$ cat src/rtl/htb_pkg.sv
// htb_pkg: shared types, codes and helper functions of the hex text to bytes block
// no dependencies; imported by the top, front, back and checker modules
`timescale 1ns / 1ps
`default_nettype none

package htb_pkg;

  // kinds of result item
  typedef enum logic [2:0] {
    KIND_DATA      = 3'd0,
    KIND_BAD       = 3'd1,
    KIND_STRAY     = 3'd2,
    KIND_DONE_OK   = 3'd3,
    KIND_DONE_FAIL = 3'd4
  } result_kind_e;

  // token classes found by the front end
  typedef enum logic [2:0] {
    TOK_NONE,
    TOK_OPEN,
    TOK_CLOSE,
    TOK_HEX,
    TOK_BAD
  } tok_kind_e;

  // token length saturates at three or more characters
  localparam logic [1:0] TOK_LEN_LONG = 2'd3;

  localparam logic [7:0] CHAR_SLASH = 8'h2f;
  localparam logic [7:0] CHAR_STAR  = 8'h2a;

  localparam logic [15:0] SHOWN_MAX = 16'hffff;

  typedef struct packed {
    logic [7:0] text_char;
    logic       end_of_text;
  } in_item_t;

  typedef struct packed {
    logic [7:0]   byte_value;
    result_kind_e result_kind;
    logic [15:0]  bytes_emitted;
    logic         last_of_run;
  } out_item_t;

  // one closed token (or end marker) handed from front to back
  typedef struct packed {
    tok_kind_e  tok;
    logic [7:0] byte_val;
    logic       is_end;
  } ev_item_t;

  // {valid, nibble} for one ascii hex digit
  function automatic logic [4:0] hex_digit(input logic [7:0] c);
    logic [4:0] r;
    r = 5'd0;
    if (c >= 8'h30 && c <= 8'h39) begin
      r = {1'b1, 4'(c - 8'h30)};
    end else if (c >= 8'h61 && c <= 8'h66) begin
      r = {1'b1, 4'(c - 8'h57)};
    end else if (c >= 8'h41 && c <= 8'h46) begin
      r = {1'b1, 4'(c - 8'h37)};
    end
    return r;
  endfunction

  function automatic logic is_space(input logic [7:0] c);
    return (c == 8'h20) || (c >= 8'h09 && c <= 8'h0d);
  endfunction

endpackage

`default_nettype wire

$ cat src/rtl/hex_text_to_bytes_top.sv
// hex_text_to_bytes_top: hex dump text to byte stream converter, top level
// depends on htb_pkg, htb_fifo, htb_front, htb_back
`timescale 1ns / 1ps
`default_nettype none

// usage
// - input channel: a queue write side; one character (or the end marker) is
//   transferred at each rising edge with push high and full low
// - result channel: a queue read side; the oldest result sits on out_data_o
//   while empty is low and is transferred at an edge with pop high
// - throughput: one character per cycle while full is low; the tokenizer takes
//   each character as it comes, and the back end handles one closed token at a
//   time (an end item closing a result token sends that result, then its done)
// - path: the whitespace or end item closing a token enters the token queue at
//   its transfer; the back end writes the result to the queue on out_data_o
// - token queue of 4 entries decouples tokenizer from the state update, and a
//   4-entry result queue parts the back end from the receiver
// - stall: when pop stays low the result queue fills, the back end stops,
//   the token queue fills and full goes high; nothing is dropped
// - reset: all queues empty, level, count and failed state cleared
// - after each end item the block is back in its reset state for a new text

module hex_text_to_bytes_top
  import htb_pkg::*;
#(
  parameter int NEST_WIDTH  = 8,
  parameter int COUNT_WIDTH = 16
) (
  input  wire logic     clk_i,
  input  wire logic     rst_ni,
  input  wire logic     push,
  output logic          full,
  input  wire in_item_t in_data_i,
  input  wire logic     pop,
  output logic          empty,
  output out_item_t     out_data_o
);

  localparam int EvDepth  = 4;
  localparam int ResDepth = 4;

  logic      accept;
  logic      ev_push, ev_pop, ev_empty;
  ev_item_t  ev_wr, ev_rd;
  logic      res_push, res_full;
  out_item_t res_wr;

  // a transfer is taken whenever the token queue has room
  assign accept = push && !full;

  htb_front u_front (
    .clk_i     (clk_i),
    .rst_ni    (rst_ni),
    .accept_i  (accept),
    .item_i    (in_data_i),
    .ev_push_o (ev_push),
    .ev_o      (ev_wr)
  );

  // token queue between tokenizer and state update
  htb_fifo #(
    .T     (ev_item_t),
    .DEPTH (EvDepth)
  ) u_ev_fifo (
    .clk_i     (clk_i),
    .rst_ni    (rst_ni),
    .wr_en_i   (ev_push),
    .wr_data_i (ev_wr),
    .full_o    (full),
    .rd_en_i   (ev_pop),
    .rd_data_o (ev_rd),
    .empty_o   (ev_empty)
  );

  htb_back #(
    .NEST_WIDTH  (NEST_WIDTH),
    .COUNT_WIDTH (COUNT_WIDTH)
  ) u_back (
    .clk_i      (clk_i),
    .rst_ni     (rst_ni),
    .ev_valid_i (!ev_empty),
    .ev_i       (ev_rd),
    .ev_pop_o   (ev_pop),
    .res_full_i (res_full),
    .res_push_o (res_push),
    .res_o      (res_wr)
  );

  // result queue; its head drives the result ports directly
  htb_fifo #(
    .T     (out_item_t),
    .DEPTH (ResDepth)
  ) u_res_fifo (
    .clk_i     (clk_i),
    .rst_ni    (rst_ni),
    .wr_en_i   (res_push),
    .wr_data_i (res_wr),
    .full_o    (res_full),
    .rd_en_i   (pop),
    .rd_data_o (out_data_o),
    .empty_o   (empty)
  );

endmodule

`default_nettype wire

$ cat src/rtl/htb_fifo.sv
// htb_fifo: small register fifo, one write and one read per cycle
// depends on nothing; payload type comes in as a type parameter
`timescale 1ns / 1ps
`default_nettype none

module htb_fifo #(
  parameter type T     = logic,
  parameter int  DEPTH = 4
) (
  input  wire logic clk_i,
  input  wire logic rst_ni,
  input  wire logic wr_en_i,
  input  wire T     wr_data_i,
  output logic      full_o,
  input  wire logic rd_en_i,
  output T          rd_data_o,
  output logic      empty_o
);

  localparam int PtrW = (DEPTH > 1) ? $clog2(DEPTH) : 1;
  localparam int CntW = $clog2(DEPTH + 1);

  T              mem_q [DEPTH];
  logic [PtrW-1:0] wr_ptr_q, rd_ptr_q;
  logic [CntW-1:0] cnt_q;
  logic            do_wr, do_rd;

  assign full_o    = (cnt_q == CntW'(DEPTH));
  assign empty_o   = (cnt_q == '0);
  assign do_wr     = wr_en_i && !full_o;
  assign do_rd     = rd_en_i && !empty_o;
  assign rd_data_o = mem_q[rd_ptr_q];

  always_ff @(posedge clk_i or negedge rst_ni) begin
    if (!rst_ni) begin
      wr_ptr_q <= '0;
      rd_ptr_q <= '0;
      cnt_q    <= '0;
    end else begin
      if (do_wr) begin
        wr_ptr_q <= (wr_ptr_q == PtrW'(DEPTH - 1)) ? '0 : wr_ptr_q + 1'b1;
      end
      if (do_rd) begin
        rd_ptr_q <= (rd_ptr_q == PtrW'(DEPTH - 1)) ? '0 : rd_ptr_q + 1'b1;
      end
      if (do_wr && !do_rd) begin
        cnt_q <= cnt_q + 1'b1;
      end else if (do_rd && !do_wr) begin
        cnt_q <= cnt_q - 1'b1;
      end
    end
  end

  always_ff @(posedge clk_i) begin
    if (do_wr) begin
      mem_q[wr_ptr_q] <= wr_data_i;
    end
  end

endmodule

`default_nettype wire

$ cat src/rtl/htb_front.sv
// htb_front: splits the character stream into tokens and classifies each one
// depends on htb_pkg
`timescale 1ns / 1ps
`default_nettype none

module htb_front
  import htb_pkg::*;
(
  input  wire logic     clk_i,
  input  wire logic     rst_ni,
  input  wire logic     accept_i,
  input  wire in_item_t item_i,
  output logic          ev_push_o,
  output ev_item_t      ev_o
);

  logic [1:0] tok_len_q, tok_len_d;
  logic [7:0] first_q, first_d;
  logic [7:0] second_q, second_d;
  logic [4:0] hi_dig, lo_dig;
  logic       sp;

  assign hi_dig = hex_digit(first_q);
  assign lo_dig = hex_digit(second_q);
  assign sp     = is_space(item_i.text_char);

  // classify the pending token
  always_comb begin
    ev_o.is_end   = item_i.end_of_text;
    ev_o.byte_val = '0;
    if (tok_len_q == 2'd0) begin
      ev_o.tok = TOK_NONE;
    end else if (tok_len_q == 2'd2 && first_q == CHAR_SLASH && second_q == CHAR_STAR) begin
      ev_o.tok = TOK_OPEN;
    end else if (tok_len_q == 2'd2 && first_q == CHAR_STAR && second_q == CHAR_SLASH) begin
      ev_o.tok = TOK_CLOSE;
    end else if (tok_len_q == 2'd2 && hi_dig[4] && lo_dig[4]) begin
      ev_o.tok      = TOK_HEX;
      ev_o.byte_val = {hi_dig[3:0], lo_dig[3:0]};
    end else begin
      ev_o.tok = TOK_BAD;
    end
  end

  always_comb begin
    tok_len_d = tok_len_q;
    first_d   = first_q;
    second_d  = second_q;
    ev_push_o = 1'b0;
    if (accept_i) begin
      if (item_i.end_of_text) begin
        ev_push_o = 1'b1;
        tok_len_d = '0;
      end else if (sp) begin
        ev_push_o = (tok_len_q != 2'd0);
        tok_len_d = '0;
      end else begin
        if (tok_len_q == 2'd0) begin
          first_d = item_i.text_char;
        end else if (tok_len_q == 2'd1) begin
          second_d = item_i.text_char;
        end
        if (tok_len_q != TOK_LEN_LONG) begin
          tok_len_d = tok_len_q + 2'd1;
        end
      end
    end
  end

  always_ff @(posedge clk_i or negedge rst_ni) begin
    if (!rst_ni) begin
      tok_len_q <= '0;
    end else begin
      tok_len_q <= tok_len_d;
    end
  end

  always_ff @(posedge clk_i) begin
    first_q  <= first_d;
    second_q <= second_d;
  end

endmodule

`default_nettype wire

$ cat src/rtl/htb_back.sv
// htb_back: applies classified tokens to nesting level, byte count and failed state
// depends on htb_pkg
`timescale 1ns / 1ps
`default_nettype none

module htb_back
  import htb_pkg::*;
#(
  parameter int NEST_WIDTH  = 8,
  parameter int COUNT_WIDTH = 16
) (
  input  wire logic     clk_i,
  input  wire logic     rst_ni,
  input  wire logic     ev_valid_i,
  input  wire ev_item_t ev_i,
  output logic          ev_pop_o,
  input  wire logic     res_full_i,
  output logic          res_push_o,
  output out_item_t     res_o
);

  localparam logic [NEST_WIDTH-1:0]  NestMax  = {NEST_WIDTH{1'b1}};
  localparam logic [COUNT_WIDTH-1:0] CountMax = {COUNT_WIDTH{1'b1}};

  logic [NEST_WIDTH-1:0]  nest_q, nest_d, nest_t;
  logic [COUNT_WIDTH-1:0] cnt_q, cnt_d, cnt_t;
  logic                   failed_q, failed_d, failed_t;
  logic                   phase_q, phase_d;  // token result of an end item already sent
  logic                   has_res, fire;
  result_kind_e           tok_kind;
  logic [7:0]             tok_byte;
  logic [31:0]            cnt_wide;
  logic [15:0]            shown;

  assign fire     = ev_valid_i && !res_full_i;
  assign cnt_wide = 32'(cnt_t);
  assign shown    = (cnt_wide > 32'(SHOWN_MAX)) ? SHOWN_MAX : cnt_wide[15:0];

  // effect of the token itself
  always_comb begin
    nest_t   = nest_q;
    cnt_t    = cnt_q;
    failed_t = failed_q;
    has_res  = 1'b0;
    tok_kind = KIND_DATA;
    tok_byte = '0;
    if (!phase_q && !failed_q) begin
      case (ev_i.tok)
        TOK_OPEN: begin
          if (nest_q != NestMax) nest_t = nest_q + 1'b1;
        end
        TOK_CLOSE: begin
          if (nest_q == '0) begin
            failed_t = 1'b1;
            has_res  = 1'b1;
            tok_kind = KIND_STRAY;
          end else begin
            nest_t = nest_q - 1'b1;
          end
        end
        TOK_HEX: begin
          if (nest_q == '0) begin
            has_res  = 1'b1;
            tok_byte = ev_i.byte_val;
            if (cnt_q != CountMax) cnt_t = cnt_q + 1'b1;
          end
        end
        TOK_BAD: begin
          if (nest_q == '0) begin
            failed_t = 1'b1;
            has_res  = 1'b1;
            tok_kind = KIND_BAD;
          end
        end
        default: ;
      endcase
    end
  end

  always_comb begin
    nest_d     = nest_q;
    cnt_d      = cnt_q;
    failed_d   = failed_q;
    phase_d    = phase_q;
    ev_pop_o   = 1'b0;
    res_push_o = 1'b0;
    res_o.byte_value    = tok_byte;
    res_o.result_kind   = tok_kind;
    res_o.bytes_emitted = shown;
    res_o.last_of_run   = !ev_i.is_end;
    if (fire) begin
      if (has_res) begin
        res_push_o = 1'b1;
        nest_d     = nest_t;
        cnt_d      = cnt_t;
        failed_d   = failed_t;
        if (ev_i.is_end) phase_d = 1'b1;
        else             ev_pop_o = 1'b1;
      end else if (ev_i.is_end) begin
        res_push_o        = 1'b1;
        res_o.byte_value  = '0;
        res_o.result_kind = failed_t ? KIND_DONE_FAIL : KIND_DONE_OK;
        res_o.last_of_run = 1'b1;
        nest_d   = '0;
        cnt_d    = '0;
        failed_d = 1'b0;
        phase_d  = 1'b0;
        ev_pop_o = 1'b1;
      end else begin
        nest_d   = nest_t;
        ev_pop_o = 1'b1;
      end
    end
  end

  always_ff @(posedge clk_i or negedge rst_ni) begin
    if (!rst_ni) begin
      nest_q   <= '0;
      cnt_q    <= '0;
      failed_q <= 1'b0;
      phase_q  <= 1'b0;
    end else begin
      nest_q   <= nest_d;
      cnt_q    <= cnt_d;
      failed_q <= failed_d;
      phase_q  <= phase_d;
    end
  end

endmodule

`default_nettype wire

$ cat config.mk
export PLATFORM = sky130hd
export DESIGN_NAME = hex_text_to_bytes_top
export DESIGN_NICKNAME = d
export VERILOG_FILES = /design/src/rtl/htb_pkg.sv /design/src/rtl/hex_text_to_bytes_top.sv /design/src/rtl/htb_fifo.sv /design/src/rtl/htb_front.sv /design/src/rtl/htb_back.sv
export SDC_FILE = /design/constraint.sdc
export NUM_CORES = 1
export LEC_CHECK = 0
export BUFFER_PORTS_ARGS = -buffer_cell sky130_fd_sc_hd__buf_2
export CORE_AREA = 4 4 141 143
export CTS_CLUSTER_SIZE = 24
export DETAILED_ROUTE_END_ITERATION = 8
export DIE_AREA = 0 0 145 147
export PLACE_DENSITY = 0.75
export SETUP_SLACK_MARGIN = 0.5
export SKIP_CTS_REPAIR_TIMING = 1
export SLEW_MARGIN = 20
export SYNTH_ARGS = -nofsm -noshare
export SYNTH_HDL_FRONTEND = slang
export SYNTH_SLANG_ARGS = --single-unit
$ cat constraint.sdc
create_clock -name clk_i -period 3.3 [get_ports clk_i]
set_clock_uncertainty 0.05 [all_clocks]
set_input_delay 0.165 -clock clk_i [delete_from_list [all_inputs] [get_ports clk_i]]
set_output_delay 0.165 -clock clk_i [all_outputs]
set_load 0.005 [all_outputs]
==> impl_metrics.sql <==
INSERT INTO impl_metrics (metric_group, metric, value, unit) VALUES
('outcome', 'status', 'complete, no violations', ''),
('route', 'drt_drc_violations_left', '0', ''),
('cts', 'clk_latency', '0.51', 'ns'),
('critical_path', 'worst_setup_path_endpoint', 'u_res_fifo.cnt_q[2]', ''),
('power', 'vdd_ir_drop_max', '0.000454', 'V'),
('critical_path', 'critical_path.reg2reg.startpoint', 'u_ev_fifo.rd_ptr_q[0]', ''),
('cells_and_area', 'drive_gt1_share', '27.1', '%'),
('cells_and_area', 'n_fill_cell', '1266', ''),
('logic_synthesis', 'synth_compound_gate_area_share', '8.22', '%'),
('timing', 'normalized_max_slew_margin', '49.0', '%'),
('flow_run', 'max_cap_viol_count', '0', ''),
('logic_synthesis', 'ys_ff_latch', '218', ''),
('critical_path', 'worstSetupStartpoint', 'u_ev_fifo.rd_ptr_q[0]', ''),
('floorplan', 'dieHeight', '147', 'um'),
('place', 'placement.io_buffers', '42', ''),
('timing', 'timing_hold_violations_final', '0', ''),
('timing', 'fmax', '0.343', 'GHz'),
('floorplan', 'boundaryPins', '43', ''),
('timing', 'final-max-slew-violation-count', '0', ''),
('place', 'hpwl', '14100', 'um'),
('cts', 'ctsLongestPathBuffers', '3', ''),
('timing', 'timing.final.crit_period', '2.91', 'ns'),
('floorplan', 'initial_cell_density_of_the_core', '55.1', '%'),
('cts', 'cts_root_buf', 'clkbuf_16', ''),
('power', 'power_density', '943', 'nW/um2'),
('timing', 'final_cycle_utilization_of_the_critical_path', '88.2', '%'),
('logic_synthesis', 'synth_seq_area_share', '61.9', '%'),
('route', 'drt-pass1-iter-count', '5', ''),
('logic_synthesis', 'synth-xor-area-share', '1.88', '%'),
('logic_synthesis', 'muxShareOfSynthArea', '10.5', '%'),
('timing', 'worstMarginPinSlew', '0.765', 'ns'),
('floorplan', 'chipWidth', '145', 'um'),
('logic_synthesis', 'synth-simple-area-share', '11.4', '%'),
('critical_path', 'critPathLaunchType', 'flip-flop', ''),
('cells_and_area', 'layout.core_utilization', '64.7', '%'),
('critical_path', 'critical_path.slowest_cell', 'mux4_2', ''),
('hold_path', 'worst_hold_path_type', 'primary input to flip-flop', ''),
('logic_synthesis', 'yosys_warning_count', '0', ''),
('route', 'routed_wire_length_per_instance', '20.3', 'um'),
('cts', 'tritoncts.num_buffers', '23', ''),
('cells_and_area', 'seqCellArea', '6340', 'um2'),
('cells_and_area', 'antenna_cells_inserted', '0', ''),
('critical_path', 'critPathMaxStageDelay', '0.56', 'ns'),
('timing', 'rsz0062_at_grt', 'true', ''),
('global_routing', 'number_of_antenna_violations_at_the_first_check_in_global_routing', '0', ''),
('route', 'routed-via-count', '6463', ''),
('logic_synthesis', 'synth_top_family_by_area', 'simple AND/OR/NAND/NOR gates', ''),
('logic_synthesis', 'synthesized_nets', '742', ''),
('critical_path', 'worstSetupPathDepth', '12', ''),
('route', 'postRouteAntennaNets', '0', ''),
('critical_path', 'worstSetupEndpointType', 'flip-flop', ''),
('cells_and_area', 'multi_input_comb_area', '3780', 'um2'),
('cells_and_area', 'area_growth_syn_to_layout', '17.5', '%'),
('floorplan', 'rows', '50', ''),
('logic_synthesis', 'netlist-cell-type-count', '72', ''),
('logic_synthesis', 'netlist_area_before_placement', '10200', 'um2'),
('logic_synthesis', 'postSynth.topFlopCell', 'edfxtp_1', ''),
('critical_path', 'critPathRequiredTime', '3.64', 'ns'),
('route', 'finalWirelength', '21200', 'um'),
('logic_synthesis', 'asyncSetResetFlopFracSynth', '19.3', '%'),
('floorplan', 'core_region_area', '18600', 'um2'),
('power', 'p_leak', '4.40', 'nW'),
('logic_synthesis', 'synth-edff-count', '176', ''),
('floorplan', 'fp.dieArea', '21300', 'um2'),
('critical_path', 'worst-r2r-setup-slack', '0.39', 'ns'),
('logic_synthesis', 'synthesis.area_per_instance', '14.6', 'um2'),
('critical_path', 'cp_top_delay_family', 'multiplexers', ''),
('cts', 'clock_tree.htree_level_count', '1', ''),
('route', 'vias_per_cell', '6.17', ''),
('global_routing', 'globalRouteOverflowTotal', '0', ''),
('cts', 'tritoncts', 'done', '');
[cells in the final DEF (no fill, tap or decap), types with 8 or more instances in the layout]
master,instances
dlygate4sd3_1,10
ha_1,26
nor3_1,9
nor2_1,32
nor2b_1,11
o21ai_0,19
nand3_1,19
and3_1,14
nand2_1,28
and2_1,8
mux2_2,11
inv_1,23
buf_2,41
o22ai_1,9
edfxtp_1,176
dfrtp_1,40
nand4_1,10
clkbuf_16,23
xnor2_1,15
buf_4,49
a21oi_1,11
nand2b_1,9
mux4_2,40
o211ai_1,12
[where the power goes]
| group | total, W | switching, W | internal (W) |
|---|---|---|---|
| sequential | 0.00425 | 0.000365 | 0.00388 |
| clock | 0.00243 | 0.00104 | 0.00139 |
| combinational | 0.00466 | 0.00243 | 0.00223 |
| total | 0.0113 | 0.00384 | 0.00750 |
[tightest hold or removal path, delay by kind of cell]
family	cells	cell delay, ns
AO/OA/AOI/OAI	1	0.21
AND/OR/NAND/NOR	1	0.14
buffers and inverters	1	0.07
[sequential cells by signal, indices dropped and copies added, names as in the netlist, 3 cells and up]
name,cells
u_ev_fifo.mem_q,48
u_front.second_q,8
u_ev_fifo.cnt_q,3
u_front.first_q,8
u_res_fifo.mem_q,112
u_back.cnt_q,16
u_back.nest_q,8
u_res_fifo.cnt_q,3
[metal layers]
metal / wire length, um / global-route usage (%)
met3: 916 / 3.05
met1: 8610 / 24.6
met4: 550 / 6.75
met5: 0 / 0
met2: 11100 / 34.4
[Yosys cell counts (10+ instances only)]
cell,n,area (um2)
nand2_1,28,105
nand4_1,10,62.6
mux4_2,40,901
nand3_1,19,95.1
xnor2_1,15,131
edfxtp_1,176,5290
and2_1,12,75.1
ha_1,28,350
inv_1,23,86.3
a21oi_1,12,60.1
o211ai_1,12,90.1
nor2_1,32,120
o21ai_0,19,95.1
nand2b_1,10,62.6
mux2_2,11,124
dfrtp_1,42,1050
nor3_1,10,50.1
clkbuf_1,21,78.8
and3_1,14,87.6
nor2b_1,12,75.1
[worst min path at each step]
| stage | startpoint | to | slack, ns | cells after the start |
|---|---|---|---|---|
| finish | pop | u_res_fifo.rd_ptr_q[0] | 0.07 | 3 |
| global route | pop | u_res_fifo.rd_ptr_q[0] | 0.06 | 3 |
| CTS | rst_ni | u_back.cnt_q[10] | -0.20 | 1 |
| detailed placement | in_data_i[1] | u_front.second_q[0] | 0.32 | 1 |
| global placement | in_data_i[8] | u_front.second_q[7] | 0.32 | 1 |
| floorplan | rst_ni | u_back.cnt_q[0] | -0.18 | 0 |
[metrics by stage]
| stage | instance area, um2 | worst slack [ns] | instances |
|---|---|---|---|
| 3_3_place_gp | 10900 | 0.275 | 968 |
| 6_report | 12000 | 0.388 | 1048 |
| 4_1_cts | 11600 | 0.183 | 1009 |
| 2_1_floorplan | 10300 | 0.343 | 699 |
| 5_1_grt | 12000 | 0.251 | 1048 |
| 3_5_place_dp | 10900 | 0.192 | 968 |
[cells by family after synthesis]
| group | Yosys count |
|---|---|
| AO/OA/AOI/OAI | 116 |
| flip-flops | 218 |
| adder cells (fa/ha/maj) | 30 |
| multiplexers | 56 |
| buffers and inverters | 57 |
| AND/OR/NAND/NOR | 200 |
| XOR/XNOR | 22 |
[area by class of cell]
| type | instances | share of cell area, % |
|---|---|---|
| tap | 234 | 2.44 |
| timing repair buffer | 108 | 6.67 |
| sequential | 218 | 52.7 |
| clock inverter | 16 | 1.04 |
| inverter | 23 | 0.718 |
| multi-input combinational | 424 | 31.5 |
| clock buffer | 25 | 4.93 |
Note: power is estimated with default switching activity, not from simulation.
